===== config.mk =====
export PLATFORM = sky130hd
export DESIGN_NAME = pds_ctrl
export DESIGN_NICKNAME = d
export VERILOG_FILES = /design/src/hw/rtl/pds_pkg.sv /design/src/hw/rtl/pds_ctrl.sv
export SDC_FILE = /design/constraint.sdc
export NUM_CORES = 1
export LEC_CHECK = 0
export ABC_CLOCK_PERIOD_IN_PS = 1560
export BUFFER_PORTS_ARGS = -buffer_cell sky130_fd_sc_hd__buf_4
export CORE_AREA = 2 2 39 41
export DETAILED_ROUTE_END_ITERATION = 7
export DIE_AREA = 0 0 41 43
export GPL_TIMING_DRIVEN = 1
export PLACE_DENSITY = 0.58
export SLEW_MARGIN = 20
export SYNTH_ARGS = -nofsm -noshare
export SYNTH_HDL_FRONTEND = slang
export SYNTH_SLANG_ARGS = --single-unit

===== constraint.sdc =====
create_clock -name clk -period 1.56 [get_ports clk]
set_clock_uncertainty 0.15 [all_clocks]
set_input_delay 0.078 -clock clk [delete_from_list [all_inputs] [get_ports clk]]
set_output_delay 0.078 -clock clk [all_outputs]
set_load 0.02 [all_outputs]

===== src/hw/rtl/pds_pkg.sv =====
`default_nettype none
// ----------------------------------------------------------------------------
// pds_pkg
// Types, widths and codes shared by the pairwise distance statistics unit.
// ----------------------------------------------------------------------------
package pds_pkg;

  localparam int MAX_JOINTS     = 32;
  localparam int COORD_BITS     = 24;
  localparam int SET_COUNT_BITS = 20;

  localparam int JIDX_BITS  = $clog2(MAX_JOINTS);
  localparam int JCNT_BITS  = JIDX_BITS + 1;
  localparam int JC_BITS    = 7;
  localparam int PAIR_BITS  = 2 * JIDX_BITS;
  localparam int DIFF_BITS  = COORD_BITS + 1;
  localparam int DIST_BITS  = COORD_BITS + 1;
  localparam int SUM_BITS   = DIST_BITS + SET_COUNT_BITS;
  localparam int SQ_BITS    = 2 * DIFF_BITS;
  localparam int ACC_BITS   = SQ_BITS + 2;
  localparam int ROOT_BITS  = ACC_BITS / 2;
  localparam int REM_BITS   = ROOT_BITS + 3;
  localparam int STEP_BITS  = $clog2(SUM_BITS);
  localparam int JWORD_BITS = 3 * COORD_BITS;
  localparam int ADDR_BITS  = 3;
  localparam int DATA_BITS  = 32;

  localparam logic [1:0] REQ_SAMPLE = 2'd0;
  localparam logic [1:0] REQ_READ   = 2'd1;
  localparam logic [1:0] REQ_CLEAR  = 2'd2;

  localparam logic REG_JOINT_COUNT = 1'b0;
  localparam logic REG_TOTAL_SETS  = 1'b1;

  localparam logic [JC_BITS-1:0] JOINT_COUNT_RESET = JC_BITS'(MAX_JOINTS);

  typedef struct packed {
    logic [1:0]                   req_type;
    logic [4:0]                   joint_index;
    logic [4:0]                   other_joint;
    logic signed [COORD_BITS-1:0] pos_x;
    logic signed [COORD_BITS-1:0] pos_y;
    logic signed [COORD_BITS-1:0] pos_z;
  } req_item_t;

  typedef struct packed {
    logic [DIST_BITS-1:0] min_dist;
    logic [DIST_BITS-1:0] mean_dist;
    logic [DIST_BITS-1:0] max_dist;
    logic                 no_data;
  } rsp_item_t;

  typedef enum logic [3:0] {
    S_CLEAR, S_IDLE, S_JREAD, S_SQ, S_SQRT_INIT, S_SQRT, S_UPDATE,
    S_RD_MEM, S_DIV_INIT, S_DIV, S_RESULT
  } state_t;

  typedef enum logic [3:0] {
    OP_NONE, OP_CLR_STEP, OP_ACCEPT, OP_JREAD, OP_SQ, OP_SQRT_INIT, OP_SQRT,
    OP_UPDATE, OP_RD_MEM, OP_DIV_INIT, OP_DIV, OP_RESULT
  } op_t;

  typedef struct packed {
    logic sample_last;
    logic sq_done;
    logic sqrt_done;
    logic div_done;
    logic pair_last;
    logic clr_done;
    logic out_free;
  } status_t;

endpackage
`default_nettype wire


===== src/hw/rtl/pds_ctrl.sv =====
`default_nettype none
// ----------------------------------------------------------------------------
// pds_ctrl
// Sequencer: accepts items and steps the datapath through each operation.
// ----------------------------------------------------------------------------
module pds_ctrl (
  input  wire logic            clk,
  input  wire logic            rst,
  input  wire logic            req_valid,
  input  wire logic [1:0]      req_type,
  input  wire pds_pkg::status_t status,
  output logic                 req_ready,
  output pds_pkg::op_t         op
);
  import pds_pkg::*;

  state_t state, state_next;

  always_ff @(posedge clk) begin
    if (rst) begin
      state <= S_CLEAR;
    end else begin
      state <= state_next;
    end
  end

  always_comb begin
    state_next = state;
    op         = OP_NONE;
    req_ready  = 1'b0;
    unique case (state)
      S_CLEAR: begin
        op = OP_CLR_STEP;
        if (status.clr_done) state_next = S_IDLE;
      end
      S_IDLE: begin
        req_ready = 1'b1;
        if (req_valid) begin
          op = OP_ACCEPT;
          case (req_type)
            REQ_SAMPLE: if (status.sample_last) state_next = S_JREAD;
            REQ_READ:   state_next = S_RD_MEM;
            REQ_CLEAR:  state_next = S_CLEAR;
            default:    state_next = S_IDLE;
          endcase
        end
      end
      S_JREAD: begin
        op         = OP_JREAD;
        state_next = S_SQ;
      end
      S_SQ: begin
        op = OP_SQ;
        if (status.sq_done) state_next = S_SQRT_INIT;
      end
      S_SQRT_INIT: begin
        op         = OP_SQRT_INIT;
        state_next = S_SQRT;
      end
      S_SQRT: begin
        op = OP_SQRT;
        if (status.sqrt_done) state_next = S_UPDATE;
      end
      S_UPDATE: begin
        op         = OP_UPDATE;
        state_next = status.pair_last ? S_IDLE : S_JREAD;
      end
      S_RD_MEM: begin
        op         = OP_RD_MEM;
        state_next = S_DIV_INIT;
      end
      S_DIV_INIT: begin
        op         = OP_DIV_INIT;
        state_next = S_DIV;
      end
      S_DIV: begin
        op = OP_DIV;
        if (status.div_done) state_next = S_RESULT;
      end
      S_RESULT: begin
        if (status.out_free) begin
          op         = OP_RESULT;
          state_next = S_IDLE;
        end
      end
      default: state_next = S_CLEAR;
    endcase
  end

endmodule
`default_nettype wire


======== Word level (Yosys, flattened, before mapping) ========
Index checks and enable logic that the tools add are counted.
storage, ports and cells
  register bits ........................... 4
  bits of input ports ..................... 12
  output and inout port bits .............. 5
  logic and storage cells ................. 37
operators by class
  equality and inequality tests ........... 19
  multiplexer cells ....................... 14
  reduce and logical (&&, ||, !) cells .... 3
operators with widths
  kind                number
  $pmux 4 s11         2
  $mux 4              8
  $eq 4x3->1 const B  4
  $eq 4x4->1 const B  3
  $ne 2x2->1 const B  6
  $pmux 4 s3          1
  $eq 4x2->1 const B  2
  $reduce_and 7->1    1
  $eq 4x1->1 const B  1
  $logic_not 4->1     1
  $mux 2              2
  $ne 3x3->1 const B  1
  $eq 2x1->1 const B  1
  $eq 2x2->1 const B  1
  $logic_not 2->1     1
  $mux 1              1

======== Longest topological paths before layout ========
Gate-level depths: netlist (run 1).
  depth in word-level cells ............... 4
  gate-level depth with buffers ........... 5
  mapped depth without buffers ............ 4

======== Least setup slack after synthesis (run 1) ========
No wires, ideal clock.
  path type ............................... register to register
  start ................................... register state[2]
  end ..................................... register state[0]
  library setup time ...................... 0.079 ns
  arrival time ............................ 1.323 ns
  data required time ...................... 1.331 ns
  path slack .............................. 0.008 ns
  stages on the path, launching flop included .. 6
  path buffers ............................ 1
  period minus slack after synthesis ...... 1.552 ns
  path through ............................ dfxtp_1 -> buf_4 -> nor4b_4 -> a22oi_2 -> and3_1 -> a211oi_2
between the ends
  longest elaborated chain between the ends .. 3
  elaborated cells between the ends (all ways) .. 20
  classes of those cells .................. 17 x eq/ne; 1 x mux; 2 x reduce/logical
RTL lines
  what                                                       RTL line        source
  start, declared                                            pds_ctrl.sv:17  state_t state, state_next;
  start signal, assigned                                     pds_ctrl.sv:23  state <= state_next;
  $eq 4x1->1 (tied with other cells)                         pds_ctrl.sv:31  unique case (state)
  $ne 3x3->1 (no line) / $ne 2x2->1 (equally long branches)  -
  $reduce_and 7->1 (no line)                                 -
Several ways; a longest one is shown, not always the timed one.
A chain may end at the register's enable or synchronous reset.

======== Worst setup path after layout (run 1) ========
  start ................................... register state[2]
  end ..................................... output op[1]
between the ends
  longest elaborated chain between the ends .. 2
  elaborated cells between the ends (all ways) .. 12
  classes of those cells .................. 10 x eq/ne; 1 x mux; 1 x reduce/logical
RTL lines
  what                                RTL line        source
  $eq 4x4->1 (tied with other cells)  pds_ctrl.sv:31
  $pmux 4 s11 *                       pds_ctrl.sv:31
  end, declared                       pds_ctrl.sv:13  output pds_pkg::op_t op
Mark *: on every way between the ends. The rest lies on a longest branch, timed or not.

==> results.yml, run 1 <==
setup_path:
  critPathLaunch: "state[2]"
  r2r-start: "state[3]"
  reg2regPathDepth: 5
  max_stage_delay_ns: 0.36
  worstPathCellList: "or3_1 > a21oi_1 > a21oi_1 > buf_4"
  crit_type: "flop to output pin"
  crit_family: "flip-flops"
  critPathMaxFanout: 8
  cp-start-kind: "flop"
  crit_top_cell: "a21oi_1"
  cp_slowest_cell: "dfxtp_4"
  worst_ep_arrival_time_ns: 1.30
  required_ns: 1.33
  cp.depth: 4
  end_kind: "output pin"
  cp_num_buf_inv: 1
synthesis:
  synth-compound-area-share_pct: 32.61
  syn-cell-area_um2: 464.2
  synth-seq-area-share_pct: 17.25
  avgSynthCellArea_um2: 7.487
  syn_inst: 62
  synthTopCellsByArea: "dfxtp_1, nor2b_1, a21oi_1"
  synth_cell_types: 36
  synth_top_family_by_area: "simple AND/OR/NAND/NOR gates"
  synth_top_area_cell: "dfxtp_1"
  synth_top_area_share_pct: 17.25
  yosysWarnings: 0
  synthXorXnorAreaFrac_pct: 1.887
  synth_fa_ha_area_share_pct: 0
  synth.mux.area_fraction_pct: 0
  synth-seq-cells: 4
  synthSimpleGateAreaFrac_pct: 40.43
  synth_fp_nets: 74
power_and_ir_drop:
  p_int_uw: 333.0
  netSwitchingFraction_pct: 34.72
  clock_power_share_pct: 24.9
  power.switching_uw: 177.2
  power_frac_seq_pct: 26.6
  p_leak_nw: 0.2956
  power_uw: 510.2
  ir_worst_vdd_uv: 434.2
  cellPowerDensity_nw_per_um2: 740.1
  combPwrFrac_pct: 48.5
die:
  core.rowCount: 14
  die_y_um: 43
  coreArea_um2: 1384
  die_x_um: 41
  die_area_um2: 1763
  ios: 17
  initial_utilization_pct: 33.54
global_route:
  grt_pass1_vias: 442
  grt_pass1_wl_mm: 1.849
  grt_usage_pct: 15.63
  antenna_found_initial: 0
  grt_max_degree: 11
  overflow: 0
clocking:
  clockRootBuffer: "clkbuf_4"
  clockBufferDepth: 2
  cts_inserted_buffers: 3
  cts.sinks: 4
  clkLatencyLatePin_ns: 0.23
  htree_levels: 1
  path_clk_slew_ns: 0.04
  cts_tree: "yes"
cells_and_area:
  drive_gt1_share_pct: 42.86
  nets: 98
  final_cell_area_um2: 689.4
  largest_reg_flops: 4
  top_regs: "state (4)"
  diodes: 0
  largest_register: "state"
  syn_to_final_growth_pct: 48.52
detailed_routing:
  antenna_left: 0
  met1_length_um: 572
  wl_per_cell_um: 12.37
  wl_met2_um: 595
  drt_iter0_markers: 37
  wl_met3_um: 48
  vias: 528
  viasPerCell: 5.280
  first_pass_iters: 4
  routed_wl_mm: 1.237
  top_layer: "met4"
  drc: 0
sta:
  period_share_pct: 98.12
  rsz0062_at_grt: "true"
  finalHoldViolations: 0
  fmax_mhz: 653.3
  worst_pin_slew_ns: 0.3456
  slew_violations: 0
  setup_viol: 0
  slew_headroom_pct: 76.80
  period_minus_slack_ns: 1.531
  tns_ns: 0
outcome:
  status: "finished clean"
hold_path:
  hold_depth: 4
  min-delay-start: "req_type[0]"
  min_path_type: "input pin to flop"
placement:
  place_area_um2: 613.1
  hpwl_um: 918
  io_buffer_count: 16
  gp_congestion: 0.8107
run:
  cap_violations: 0
==> through the flow <==
stage	instances	hold WS [ns]	utilization, %	setup WS (ns)
floorplan	62	-0.007354	-	0.008026
global placement	94	0.1214	44.30	-0.04597
detailed placement	94	0.1252	44.30	-0.01043
CTS	99	0.2033	47.92	0.006930
global route	100	0.2514	49.82	-0.01345
finish	100	0.2141	49.82	0.02936
==> cell usage in the layout (no fill, tap or decap), drive strengths merged <==
cell          n
and3b         1
o21ai         5
nand3b        1
nand3         2
o21a          1
a21o          1
nor2          3
o21bai        1
o32a          1
or3           1
dlygate4sd3   2
o2bb2ai       1
nor4          1
o31ai         1
nor3b         4
nand4b        1
clkbuf        3
buf          22
nor4b         1
o32ai         1
nand2         4
a22oi         2
and3          1
xor2          1
o22ai         1
dfxtp         4
a21oi         6
nor2b         6
inv           2
a211oi        1
nor3          1
nand2b        1
==> synth_stat cells <==
| library cell | instances |
|---|---|
| or3_1 | 1 |
| o22ai_1 | 1 |
| o31ai_1 | 1 |
| o32a_1 | 1 |
| a21o_1 | 1 |
| nand3b_1 | 1 |
| and3_1 | 1 |
| nor4_1 | 1 |
| o2bb2ai_1 | 1 |
| nor2_1 | 3 |
| o21ai_1 | 3 |
| nor3b_1 | 3 |
| o21ai_0 | 2 |
| a21oi_1 | 6 |
| nand3_1 | 2 |
| a22oi_2 | 1 |
| dfxtp_1 | 4 |
| nor4b_4 | 1 |
| o21a_1 | 1 |
| a22oi_1 | 1 |
| nand4b_1 | 1 |
| a211oi_2 | 1 |
| nor2b_1 | 6 |
| inv_2 | 1 |
| buf_4 | 2 |
| o32ai_1 | 1 |
| nor3b_2 | 1 |
| xor2_1 | 1 |
| inv_1 | 1 |
| nand2_1 | 4 |
| nand2b_1 | 1 |
| buf_2 | 2 |
| and3b_1 | 1 |
| nor3_1 | 1 |
| o21bai_1 | 1 |
| clkbuf_1 | 1 |
==> layer usage <==
| metal | vias to the layer above | GRT usage, % |
|---|---|---|
| met5 | - | 0 |
| met4 | 0 | 12.00 |
| met3 | 2 | 1.571 |
| met2 | 15 | 22.81 |
| met1 | 237 | 19.81 |
| li1 | 274 | - |
==> kinds of logic after synthesis <==
group                  after synthesis
flip-flops                           4
AND/OR/NAND/NOR                     28
buffers and inverters                7
XOR/XNOR                             1
AO/OA/AOI/OAI                       22
==> power groups by stage <==
stage	registers [mW]	logic (mW)	clock network, mW
floorplan	0.124	0.161	0
global placement	0.137	0.234	0
detailed placement	0.137	0.234	0
CTS	0.138	0.239	0.136
global route	0.138	0.268	0.149
finish	0.136	0.247	0.127
==> worst reg2reg max path: stages (launching register included) <==
cell and delay [ns]:
dfxtp_4 0.36, buf_4 0.17, nor3b_2 0.17, o21ai_1 0.12, and3b_1 0.20, o32ai_1 0.21
==> final timing paths <==
check / to / slack [ns]
setup / recovery: op[1] / 0.03
hold / removal: state[0] / 0.21
setup reg to reg: state[3] / 0.07
hold reg to reg: state[3] / 0.45
==> timing repair <==
action | in CTS | in global routing
hold buffers | 2 | 0
endpoints found under the setup margin | 4 | 5
hold endpoints to repair | 4 | 0
gates resized for setup | 5 | 7
setup buffers | 0 | 1
pin swaps | 0 | 2
==> layout make-up <==
type / count / area (um^2)
clock buffers: 3 / 22.52
well taps: 16 / 20.02
repair buffers: 24 / 188.9
fillers: 145 / 694.4
flip-flops and latches: 4 / 95.09
multi-input cells: 51 / 355.3
inverters: 2 / 7.507
Note: power is estimated with default switching activity, not from simulation.
==> run 2: changes to the inputs <==
Settings changed: ABC_CLOCK_PERIOD_IN_PS 1560 to 1890, RECOVER_POWER from default to 50.
Clock period 1.56 ns to 1.89 ns, I/O delays scaled along.
==> run 2 against run 1 <==
Via count rose by 1.5%. Combinational power fell by 25%. Final cell count fell by 4.0%. Core utilization fell by 4.2 points. Critical endpoint unchanged. Highest routed layer unchanged.
==> results.yml, run 2 (synthesis gave the netlist of run 1 again) <==
outcome:
  status: "finished clean"
cells_and_area:
  final_cell_area_um2: 630.6
  nets: 94
  diodes: 0
  top_regs: "state (4)"
  syn_to_final_growth_pct: 35.85
  stdcell_count: 96
  layout_commonest_cell: "buf_4"
  most-common-layout-cells: "buf_4, nor2b_1, a21oi_1"
  nFillCells: 155
  final_util_pct: 45.57
  largest_reg_flops: 4
  largest_register: "state"
  drive_gt1_share_pct: 33.75
die:
  die_x_um: 41
  die_y_um: 43
  core.rowCount: 14
  coreArea_um2: 1384
  die_area_um2: 1763
  initial_utilization_pct: 33.54
  ios: 17
detailed_routing:
  drc: 0
  antenna_left: 0
  wl_per_cell_um: 12.28
  drt_iter0_markers: 8
  first_pass_iters: 4
  viasPerCell: 5.583
  routed_wl_mm: 1.179
  vias: 536
placement:
  place_area_um2: 598.1
  dp.cells: 92
  post-place-ws_ns: 0.3197
  hpwl_um: 885.6
  gp_congestion: 0.7719
  io_buffer_count: 16
global_route:
  antenna_found_initial: 0
  overflow: 0
  grt_pass1_wl_mm: 1.883
  grt_max_degree: 16
  grt_usage_pct: 15.42
  grt_pass1_vias: 470
sta:
  finalHoldViolations: 0
  fmax_mhz: 562.6
  slew_violations: 0
  setup_viol: 0
  tns_ns: 0
  rsz0062_at_grt: "false"
  slew_headroom_pct: 67.04
  worst_pin_slew_ns: 0.4938
  setup_slack_ns: 0.1124
  period_share_pct: 94.05
  timing.hold.ws_ns: 0.02951
  period_minus_slack_ns: 1.778
setup_path:
  required_ns: 1.65
  worst_ep_arrival_time_ns: 1.53
  cp_slowest_cell: "dfxtp_1"
  cp-start-kind: "flop"
  worstPathCellList: "buf_4 > or3_1 > a21oi_1 > a21oi_1 > buf_4"
  critPathLaunch: "state[2]"
  critPathMaxFanout: 13
  end_kind: "output pin"
  r2r-start: "state[1]"
  crit_type: "flop to output pin"
  max_stage_delay_ns: 0.38
clocking:
  clkLatencyLatePin_ns: 0.23
  cts_inserted_buffers: 3
  htree_levels: 1
  cts.sinks: 4
  cts_setup_buffers: 0
  clockRootBuffer: "clkbuf_4"
  cts_tree: "yes"
  clockBufferDepth: 2
  path_clk_slew_ns: 0.03
power_and_ir_drop:
  combPwrFrac_pct: 46.0
  power.switching_uw: 141.8
  cellPowerDensity_nw_per_um2: 637.9
  ir_worst_vdd_uv: 393.2
  clock_power_share_pct: 26.0
  netSwitchingFraction_pct: 35.26
  p_int_uw: 260.4
  power_uw: 402.3
  p_leak_nw: 0.2690
  power_frac_seq_pct: 28.0
hold_path:
  min-delay-start: "status[4]"
  min_path_type: "input pin to flop"
run:
  cap_violations: 0
-- run 2: repair_timing --
action,4_1_cts,5_1_grt
hold buffers,1,0
setup endpoints to repair,0,0
hold endpoints to repair,3,0
gates resized for setup,0,0
-- run 2: per-layer routing --
layer / wire (um) / up-vias / part of all wire, % / GRT usage (%)
li1: - / 265 / - / -
met1: 490 / 248 / 42 / 17.83
met2: 584 / 21 / 50 / 25.00
met3: 95 / 2 / 8.1 / 4.712
met4: 8 / 0 / 0.68 / 6.000
met5: 0 / - / 0 / 0
-- run 2: path summary, 6_finish.rpt --
kind,endpoint,slack [ns],depth (start not counted)
worst max-delay path,op[1],0.11,5
worst min-delay path,state[2],0.03,4
worst max register to register,state[3],0.33,4
worst min register to register,state[3],0.62,2
-- run 2: worst max-delay path, delay by kind of cell (launching register included) --
family,cells,cell delay [ns]
simple gates,1,0.35
compound gates,2,0.18
buf+inv,2,0.39
flops,1,0.38
-- run 2: power groups by stage --
stage / Sequential, mW / Clock [mW] / Combinational (mW)
3_5_place_dp: 0.114 / 0 / 0.184
3_3_place_gp: 0.114 / 0 / 0.185
6_report: 0.113 / 0.104 / 0.185
4_1_cts: 0.113 / 0.107 / 0.187
2_1_floorplan: 0.102 / 0 / 0.133
5_1_grt: 0.115 / 0.115 / 0.203
-- run 2: final cells by class --
cell class	count	area, um^2	share of cell area, %
tap	16	20.02	3.175
multi-input combinational	51	347.8	55.16
sequential	4	80.08	12.70
inverter	2	7.507	1.190
clock buffer	3	22.52	3.571
timing repair buffer	20	152.6	24.21
